## config.mk

```make
export PLATFORM = sky130hd
export DESIGN_NAME = priority_front_insert_queue
export DESIGN_NICKNAME = d
export VERILOG_FILES = /design/src/rtl/pfq_pkg.sv /design/src/rtl/pfq_ram.sv /design/src/rtl/pfq_ctrl.sv /design/src/rtl/priority_front_insert_queue.sv
export VERILOG_INCLUDE_DIRS = /design/src /design/src/rtl
export SDC_FILE = /design/constraint.sdc
export NUM_CORES = 1
export LEC_CHECK = 0
export ABC_AREA = 1
export BUFFER_PORTS_ARGS = -buffer_cell sky130_fd_sc_hd__buf_2
export CAP_MARGIN = 15
export CORE_MARGIN = 3
export CORE_UTILIZATION = 48
export DETAILED_ROUTE_END_ITERATION = 7
export HOLD_SLACK_MARGIN = 0.06
export SKIP_CTS_REPAIR_TIMING = 1
export SLEW_MARGIN = 0
export SYNTH_ARGS = -nofsm -noshare
export SYNTH_HDL_FRONTEND = slang
export SYNTH_HIERARCHICAL = 1
export SYNTH_SLANG_ARGS = --single-unit
```

## constraint.sdc

```tcl
create_clock -name clk -period 8.5 [get_ports clk]
set_input_delay 1.7 -clock clk [delete_from_list [all_inputs] [get_ports clk]]
set_output_delay 1.7 -clock clk [all_outputs]
set_load 0.05 [all_outputs]
```

## src/rtl/priority_front_insert_queue_macros.svh

```systemverilog
// Assertion macros for the priority front insert queue.
`ifndef PRIORITY_FRONT_INSERT_QUEUE_MACROS_SVH
`define PRIORITY_FRONT_INSERT_QUEUE_MACROS_SVH

// Same-cycle implication, checked out of reset.
`define PFQ_ASSERT_NOW(label, clock, rstn, ante, cons, msg) \
    label: assert property (@(posedge clock) disable iff (!rstn) (ante) |-> (cons)) \
        else $error(msg);

// Next-cycle implication, checked out of reset.
`define PFQ_ASSERT_NEXT(label, clock, rstn, ante, cons, msg) \
    label: assert property (@(posedge clock) disable iff (!rstn) (ante) |=> (cons)) \
        else $error(msg);

`endif

```

## src/rtl/pfq_pkg.sv

```systemverilog
// Shared types and constants for the priority front insert queue.
package pfq_pkg;

    localparam int QUEUE_DEPTH = 64;
    localparam int ID_WIDTH    = 16;
    localparam int ADDR_W      = $clog2(QUEUE_DEPTH);
    localparam int CNT_W       = $clog2(QUEUE_DEPTH + 1);
    localparam int SUM_W       = ADDR_W + 1;
    localparam int ENTRY_W     = ID_WIDTH + 1;
    localparam int FIELD_ID_W  = 16;
    localparam int OCC_W       = 7;

    typedef enum logic [1:0] {
        FUNC_PUSH_GEN = 2'd0,
        FUNC_PUSH_PRI = 2'd1,
        FUNC_POP      = 2'd2,
        FUNC_NOP      = 2'd3
    } func_t;

    typedef enum logic [1:0] {
        STAT_OK    = 2'd0,
        STAT_EMPTY = 2'd1,
        STAT_FULL  = 2'd2
    } status_t;

    typedef struct packed {
        func_t                   func;
        logic [FIELD_ID_W-1:0]   member_id;
    } cmd_t;

    typedef struct packed {
        status_t                 status;
        logic                    popped_valid;
        logic [FIELD_ID_W-1:0]   popped_id;
        logic                    popped_priority;
        logic [OCC_W-1:0]        occupancy;
    } rsp_t;

    typedef struct packed {
        logic                    we;
        logic [ADDR_W-1:0]       waddr;
        logic [ENTRY_W-1:0]      wdata;
        logic [ADDR_W-1:0]       raddr;
    } mem_req_t;

    typedef struct packed {
        logic                    done;
        status_t                 status;
        logic                    pop_valid;
        logic [CNT_W-1:0]        count;
    } ctrl_stat_t;

endpackage

```

## src/rtl/pfq_ram.sv

```systemverilog
// Single-port-write, registered-read RAM holding the queue entries.
module pfq_ram #(
    parameter int DEPTH = 64,
    parameter int WIDTH = 17,
    parameter int AW    = $clog2(DEPTH)
) (
    input  logic             clk,
    input  logic             we,
    input  logic [AW-1:0]    waddr,
    input  logic [WIDTH-1:0] wdata,
    input  logic [AW-1:0]    raddr,
    output logic [WIDTH-1:0] rdata
);

    logic [WIDTH-1:0] mem [DEPTH];
    logic [WIDTH-1:0] rdata_reg;

    always_ff @(posedge clk)
    begin
        if (we)
        begin
            mem[waddr] <= wdata;
        end
    end

    always_ff @(posedge clk)
    begin
        rdata_reg <= mem[raddr];
    end

    assign rdata = rdata_reg;

endmodule

```

## src/rtl/pfq_ctrl.sv

```systemverilog
// Head/count ring control: address generation, status and result strobe.
module pfq_ctrl (
    input  logic                clk,
    input  logic                rst_n,
    input  logic                accept,
    input  pfq_pkg::cmd_t       cmd,
    output pfq_pkg::mem_req_t   mem_req,
    output pfq_pkg::ctrl_stat_t stat
);

    logic [pfq_pkg::ADDR_W-1:0] head_reg, head_next;
    logic [pfq_pkg::CNT_W-1:0]  count_reg, count_next;
    logic                       done_reg, done_next;
    pfq_pkg::status_t           status_reg, status_next;
    logic                       popv_reg, popv_next;

    logic                       full;
    logic                       empty;
    logic [pfq_pkg::SUM_W-1:0]  tail_sum;
    logic [pfq_pkg::ADDR_W-1:0] tail;
    logic [pfq_pkg::ADDR_W-1:0] head_dec;
    logic [pfq_pkg::ADDR_W-1:0] head_inc;

    assign full     = count_reg == pfq_pkg::CNT_W'(pfq_pkg::QUEUE_DEPTH);
    assign empty    = count_reg == '0;
    assign tail_sum = pfq_pkg::SUM_W'(head_reg) + pfq_pkg::SUM_W'(count_reg);
    assign tail     = (tail_sum >= pfq_pkg::SUM_W'(pfq_pkg::QUEUE_DEPTH))
                    ? pfq_pkg::ADDR_W'(tail_sum - pfq_pkg::SUM_W'(pfq_pkg::QUEUE_DEPTH))
                    : pfq_pkg::ADDR_W'(tail_sum);
    assign head_dec = (head_reg == '0) ? pfq_pkg::ADDR_W'(pfq_pkg::QUEUE_DEPTH - 1)
                                       : head_reg - 1'b1;
    assign head_inc = (head_reg == pfq_pkg::ADDR_W'(pfq_pkg::QUEUE_DEPTH - 1)) ? '0
                                       : head_reg + 1'b1;

    always_comb
    begin
        head_next     = head_reg;
        count_next    = count_reg;
        done_next     = accept;
        status_next   = pfq_pkg::STAT_OK;
        popv_next     = 1'b0;
        mem_req.we    = 1'b0;
        mem_req.waddr = tail;
        mem_req.wdata = {1'b0, cmd.member_id[pfq_pkg::ID_WIDTH-1:0]};
        mem_req.raddr = head_reg;
        if (accept)
        begin
            unique case (cmd.func)
                pfq_pkg::FUNC_PUSH_GEN:
                begin
                    if (full)
                    begin
                        status_next = pfq_pkg::STAT_FULL;
                    end
                    else
                    begin
                        mem_req.we = 1'b1;
                        count_next = count_reg + 1'b1;
                    end
                end
                pfq_pkg::FUNC_PUSH_PRI:
                begin
                    if (full)
                    begin
                        status_next = pfq_pkg::STAT_FULL;
                    end
                    else
                    begin
                        mem_req.we    = 1'b1;
                        mem_req.waddr = head_dec;
                        mem_req.wdata = {1'b1, cmd.member_id[pfq_pkg::ID_WIDTH-1:0]};
                        head_next     = head_dec;
                        count_next    = count_reg + 1'b1;
                    end
                end
                pfq_pkg::FUNC_POP:
                begin
                    if (empty)
                    begin
                        status_next = pfq_pkg::STAT_EMPTY;
                    end
                    else
                    begin
                        // RAM captures the head entry at this edge
                        popv_next  = 1'b1;
                        head_next  = head_inc;
                        count_next = count_reg - 1'b1;
                    end
                end
                pfq_pkg::FUNC_NOP:
                begin
                    status_next = pfq_pkg::STAT_OK;
                end
            endcase
        end
    end

    always_ff @(posedge clk or negedge rst_n)
    begin
        if (!rst_n)
        begin
            head_reg  <= '0;
            count_reg <= '0;
            done_reg  <= 1'b0;
        end
        else
        begin
            head_reg  <= head_next;
            count_reg <= count_next;
            done_reg  <= done_next;
        end
    end

    always_ff @(posedge clk)
    begin
        status_reg <= status_next;
        popv_reg   <= popv_next;
    end

    assign stat.done      = done_reg;
    assign stat.status    = status_reg;
    assign stat.pop_valid = popv_reg;
    assign stat.count     = count_reg;

endmodule

```

## src/rtl/priority_front_insert_queue.sv

```systemverilog
// Priority front insert queue top level: ring control plus entry RAM.
// Latency: a command accepted at edge N gives its result beat in the following cycle.
// Throughput: one command per cycle; busy stays low, the ring RAM reads the head every cycle.
// Reset: rst_n clears head, count and the result strobe; RAM contents are not cleared.
// Results are one-cycle beats marked by done; the receiver cannot stall.
`include "priority_front_insert_queue_macros.svh"

module priority_front_insert_queue (
    input  logic          clk,
    input  logic          rst_n,
    input  logic          start,
    output logic          busy,
    input  pfq_pkg::cmd_t cmd,
    output logic          done,
    output pfq_pkg::rsp_t rsp
);

    pfq_pkg::mem_req_t          mem_req;
    pfq_pkg::ctrl_stat_t        stat;
    logic [pfq_pkg::ENTRY_W-1:0] rdata;
    logic                       accept;

    assign busy   = 1'b0;
    assign accept = start && !busy;

    pfq_ctrl u_ctrl (
        .clk     (clk),
        .rst_n   (rst_n),
        .accept  (accept),
        .cmd     (cmd),
        .mem_req (mem_req),
        .stat    (stat)
    );

    pfq_ram #(
        .DEPTH (pfq_pkg::QUEUE_DEPTH),
        .WIDTH (pfq_pkg::ENTRY_W),
        .AW    (pfq_pkg::ADDR_W)
    ) u_ram (
        .clk   (clk),
        .we    (mem_req.we),
        .waddr (mem_req.waddr),
        .wdata (mem_req.wdata),
        .raddr (mem_req.raddr),
        .rdata (rdata)
    );

    assign done                = stat.done;
    assign rsp.status          = stat.status;
    assign rsp.popped_valid    = stat.pop_valid;
    assign rsp.popped_id       = stat.pop_valid
                               ? pfq_pkg::FIELD_ID_W'(rdata[pfq_pkg::ID_WIDTH-1:0]) : '0;
    assign rsp.popped_priority = stat.pop_valid & rdata[pfq_pkg::ID_WIDTH];
    assign rsp.occupancy       = pfq_pkg::OCC_W'(stat.count);

    `PFQ_ASSERT_NEXT(a_accept_gives_beat, clk, rst_n, accept, done, "accepted command without result beat")
    `PFQ_ASSERT_NEXT(a_no_spurious_beat, clk, rst_n, !accept, !done, "result beat without command")
    `PFQ_ASSERT_NOW(a_pop_status_ok, clk, rst_n, done && rsp.popped_valid, rsp.status == pfq_pkg::STAT_OK, "pop beat with error status")
    `PFQ_ASSERT_NOW(a_occ_bound, clk, rst_n, 1'b1, stat.count <= pfq_pkg::CNT_W'(pfq_pkg::QUEUE_DEPTH), "entry count above capacity")

endmodule

```

## Yosys cells after proc, flatten, opt, wreduce, memory -nomap -nowiden

Memory sizes are Yosys's and may differ from the RTL's. A register that Yosys moved wholly into a read port is not among the register bits.
Cells that the tools add are included.
W data, S select, Z words.

| storage, ports and cells | value |
|---|---|
| bits in registers | 17 |
| RAM bits | 1088 |
| output and inout bits | 29 |
| memories kept | 1 |

| operators by class | value |
|---|---|
| magnitude comparators | 1 |
| reductions and logical operators | 9 |
| bitwise operators | 1 |
| equality and inequality tests | 8 |
| add/subtract/negate cells | 6 |
| mux-type cells | 21 |

Memory list:

| name | depth | bits a word | rd ports | clocked after memory_dff | write ports | RTL line | RTL |
|---|---|---|---|---|---|---|---|
| u_ram.mem | 64 | 17 | 1 | 1 | 1 | pfq_ram.sv:15 | `logic [WIDTH-1:0] mem [DEPTH];` |

Operators with widths:

| kind | count |
|---|---|
| $mux W24 | 2 |
| $mux W6 | 5 |
| $mux W23 | 1 |
| $mux W16 | 1 |
| $mux W7 | 2 |
| $pmux W7 S2 | 1 |
| $pmux W6 S2 | 1 |
| $sub A6 B1 Y6 const B | 2 |
| $reduce_and A4 Y1 | 2 |
| $add A6 B7 Y7 | 1 |
| $add A7 B1 Y7 const B | 1 |
| $eq A7 B7 Y1 const B | 1 |
| $ge A7 B7 Y1 const B | 1 |
| $logic_not A7 Y1 | 1 |
| $sub A7 B1 Y7 const B | 1 |
| $add A6 B1 Y6 const B | 1 |
| $eq A6 B6 Y1 const B | 1 |
| $logic_not A6 Y1 | 1 |
| $ne A2 B2 Y1 const B | 3 |
| $pmux W2 S3 | 1 |
| $mux W1 | 5 |
| $eq A2 B2 Y1 const B | 2 |
| $reduce_bool A2 Y1 | 2 |
| $eq A2 B1 Y1 const B | 1 |
| other kinds (6) | 6 |

## Longest topological paths before layout

| logic depth | value |
|---|---|
| depth in word-level cells | 8 |
| depth in mapped cells | 13 |
| mapped depth without buffers | 12 |

## Cells and area by module

The synthesis kept the hierarchy.

By module, submodules not included:

| module | instances | area an instance (um^2) | cells each |
|---|---|---|---|
| pfq_ram | 1 | 44445.1 | 3731 |
| pfq_ctrl | 1 | 1702.9 | 241 |
| priority_front_insert_queue | 1 | 167.7 | 38 |

## Least setup slack after synthesis

No wires, ideal clock.

| timing | value |
|---|---|
| path type | input-to-reg |
| from | input port start |
| to | memory u_ram.mem[50][0] (enable) |
| data arrival time | 5203 ps |
| required time | 8065 ps |
| setup slack | 2862 ps |
| library setup time | 435 ps |
| path buffers | 2 |
| cell stages on the path | 10 |
| cells stage by stage | inv_1 -> nor2_1 -> o21ai_4 -> nor2_4 -> inv_4 -> buf_12 -> o21ai_2 -> clkbuf_1 -> inv_1 -> nor4_1 |

RTL lines:

| element | RTL line | RTL |
|---|---|---|
| start: declaration | priority_front_insert_queue.sv:11 | `input logic start,` |
| end: declaration | pfq_ram.sv:15 |  |

==> summary.md <==
| Metric | Value |
|---|---|
| Vias in the first global route | 27638 |
| Worst skew pair latency | 0.70 ns |
| Setup crit end kind | flip-flop |
| RSZ-0062 raised after global routing | no |
| Cell Area, Synth | 0.04632 mm² |
| Clk_skew | 0.04523 ns |
| Via count | 30231 |
| Fmax achieved | 200.0 MHz |
| Critical-path top delay cell | nor2_2 |
| Final Cycle Share | 58.83% |
| Clk pwr share | 26.9% |
| Critical Path RT | 8.80 ns |
| Drt total wl | 127.2 mm |
| CTS Buffer Depth | 3 |
| Die Span X | 316.6 µm |
| Fillers | 8231 |
| Initial Util | 48.60% |
| Power share of the combinational group | 35.4% |
| Most common library cell in the layout ignoring fill and taps | nand2_1 |
| First-pass GRT wire length | 186.1 mm |
| Status | completed |
| Synthesis-stage register bit count | 1122 |
| CORE AREA | 0.09529 mm² |
| Critical Path Fanout Max | 56 |
| CTS sink count | 1122 |
| Hold_ws | 0.5904 ns |
| Synthesized Nets | 4046 |
| Synth Flop Type | edfxtp_1 |
| DR iter-0 viols | 3818 |
| GP Congestion | 0.9034 |
| Max reg flops | 1088 |
| Height of the die | 316.6 µm |
| Yosys warnings | 6 |
| Routed len/inst | 23.84 µm |
| Final setup fails | 0 |
| CTS clock-pin slew for the worst setup and hold paths | 0.06 ns |
| Slew Viols, Final | 0 |
| WP data arrival | 5.30 ns |
| Post-synthesis sequential area ratio | 72.16% |
| Synth cell types | 34 |
| Max incr delay on CP | 1.12 ns |
| Switch share | 39.84% |
| Pwr dens | 346.9 mW/mm² |
| Leading cell types in the layout, fill and taps excluded | 1471 x nand2_1, 1088 x edfxtp_1, 948 x nand3_1, 114 x clkbuf_16, 75 x buf_4 |
| Die Area | 0.1003 mm² |
| DRT antenna net count | 0 |
| Fraction of registers with async set/reset | 1.248% |
| GR Util All Layers | 25.31% |
| Setup_tns | 0 ns |
| Largest net degree at the start of global routing | 281 |
| Setup CP Type | reg -> reg |
| Post-route DRC | 0 |
| EDFF count, synth | 1088 |
| I/O Pins | 50 |
| Max-slew headroom | 26.77% |
| CTS root buf | clkbuf_16 |
| Syn Inst Count | 4010 |
| Area growth syn-to-layout | 9.887% |
| CTS tree | built |
| Layout Nets | 4022 |
| Leakage | 18.58 nW |
| Min Clock Period, post-route | 5.000 ns |
| Syn_area_per_cell | 11.55 µm² |
| H-tree levels | 3 |
| Max cap viols | 0 |
| Dpl cell area | 0.04740 mm² |
| Post-layout util | 53.41% |
| Port Buffer Count | 48 |
| Hpwl dp | 70.41 mm |
| Sequence of cells on the critical path | ha_1 > fa_1 > xnor2_1 > o21ai_0 > clkbuf_2 > nand4_1 > nor2_2 |
| Worst Hold Class | reg -> reg |
| TritonCTS Buffers | 113 |
| P_int | 0.01062 W |
| Final instance area | 0.05090 mm² |
| Max VDD drop | 0.3021 mV |
| Psw | 0.007033 W |
| Vias per std cell | 5.664 |
| 1st-pass router iterations | 6 |
| Initial antenna violation count | 1 |
| Layout cells sized above 1 | 8.472% |
| Row cnt | 113 |
| Global route overflow | 0 |
| PnR Total Power | 0.01766 W |
| Startpoint Class | flip-flop |
| Final Hold Vio Count | 0 |
| Least-Margin Pin Slew | 1.097 ns |
| Seq pwr share | 37.8% |
| Diode count | 0 |
## synthesized netlist by cell type (2+ instances only)
master / count / area, µm²
dfxtp_1: 20 / 400.4
fa_1: 2 / 40.04
buf_1: 21 / 78.83
nand2_1: 1471 / 5522
xnor2_1: 4 / 35.03
nand4_1: 15 / 93.84
xor2_1: 7 / 61.31
buf_2: 134 / 670.6
inv_4: 2 / 12.51
nor2_1: 68 / 255.2
dfrtp_1: 14 / 350.3
o21ai_2: 5 / 43.79
nand3_1: 948 / 4745
buf_6: 28 / 315.3
clkbuf_1: 56 / 210.2
nor4_1: 9 / 56.30
ha_1: 13 / 162.7
buf_4: 22 / 165.2
inv_1: 48 / 180.2
o21ai_0: 5 / 25.02
a21oi_1: 7 / 35.03
inv_2: 4 / 15.01
clkinv_1: 2 / 7.510
nand3_2: 2 / 20.02
buf_8: 2 / 30.03
nand2_2: 6 / 37.54
edfxtp_1: 1088 / 32670
## power by group through the flow
stage | clock [W] | combinational [W] | sequential [W]
finish | 0.00474 | 0.00624 | 0.00667
CTS | 0.00482 | 0.00617 | 0.00667
floorplan | 0 | 0.00420 | 0.00664
global placement | 0 | 0.00611 | 0.00678
detailed placement | 0 | 0.00615 | 0.00678
global route | 0.00506 | 0.00677 | 0.00670
## per-stage QoR
step	setup WS, ns	cells
floorplan	2.862	4010
global placement	2.811	5135
detailed placement	2.718	5135
CTS	3.184	5336
global route	3.361	5337
finish	3.500	5337
## final cells by class
class / count / area (µm²) / area share, %
Tap cell: 1265 / 1583 / 3.110
Multi-Input combinational cell: 2568 / 11320 / 22.24
Inverter: 56 / 241.5 / 0.4745
Clock buffer: 153 / 3019 / 5.932
Clock inverter: 48 / 470.5 / 0.9244
Sequential cell: 1122 / 33430 / 65.69
Timing Repair Buffer: 125 / 828.3 / 1.627
## critical path: cells and delay by family (launching register included)
family	cells	cell delay, ns
compound gates	1	0.59
simple gates	2	1.98
buf+inv	1	0.30
fa+ha+maj	2	0.78
xor+xnor	1	0.17
flops	1	0.74
## logic make-up (layout without fill, tap and decap cells)
family,count (synthesis),count (layout),share of synthesized area [%]
AND/OR/NAND/NOR,2523,2523,23.24
AO/OA/AOI/OAI,18,18,0.2593
buffers and inverters,320,382,3.682
flip-flops,1122,1122,72.16
adder cells (fa/ha/maj),15,15,0.4376
other,1,1,0.008097
XOR/XNOR,11,11,0.2080
## layer usage
layer  vias up  track usage, %  share of wire [%]
li1      13917               -                  -
met4         0           6.637                2.4
met1     14802           38.20                 43
met5         -               0                  0
met2      1329           38.83                 46
met3       183           3.549                8.5
## worst paths after layout
check / start / to / slack [ns] / cells past startpoint
worst max register to register: u_ctrl/head_reg[0]$_DFFE_PN0P_ / u_ram/mem[29][14]$_DFFE_PP_ / 3.50 / 7
worst min-delay path: u_ctrl/count_reg[6]$_DFFE_PN0P_ / u_ctrl/count_reg[6]$_DFFE_PN0P_ / 0.59 / 2
min in group asynchronous: rst_n / u_ctrl/count_reg[5]$_DFFE_PN0P_ / 0.95 / 1
worst max-delay path: u_ctrl/head_reg[0]$_DFFE_PN0P_ / u_ram/mem[29][14]$_DFFE_PP_ / 3.50 / 7
worst min register to register: u_ctrl/count_reg[6]$_DFFE_PN0P_ / u_ctrl/count_reg[6]$_DFFE_PN0P_ / 0.59 / 2
max in group asynchronous: rst_n / u_ctrl/head_reg[1]$_DFFE_PN0P_ / 7.20 / 1
(Power assumes the default switching activity.)
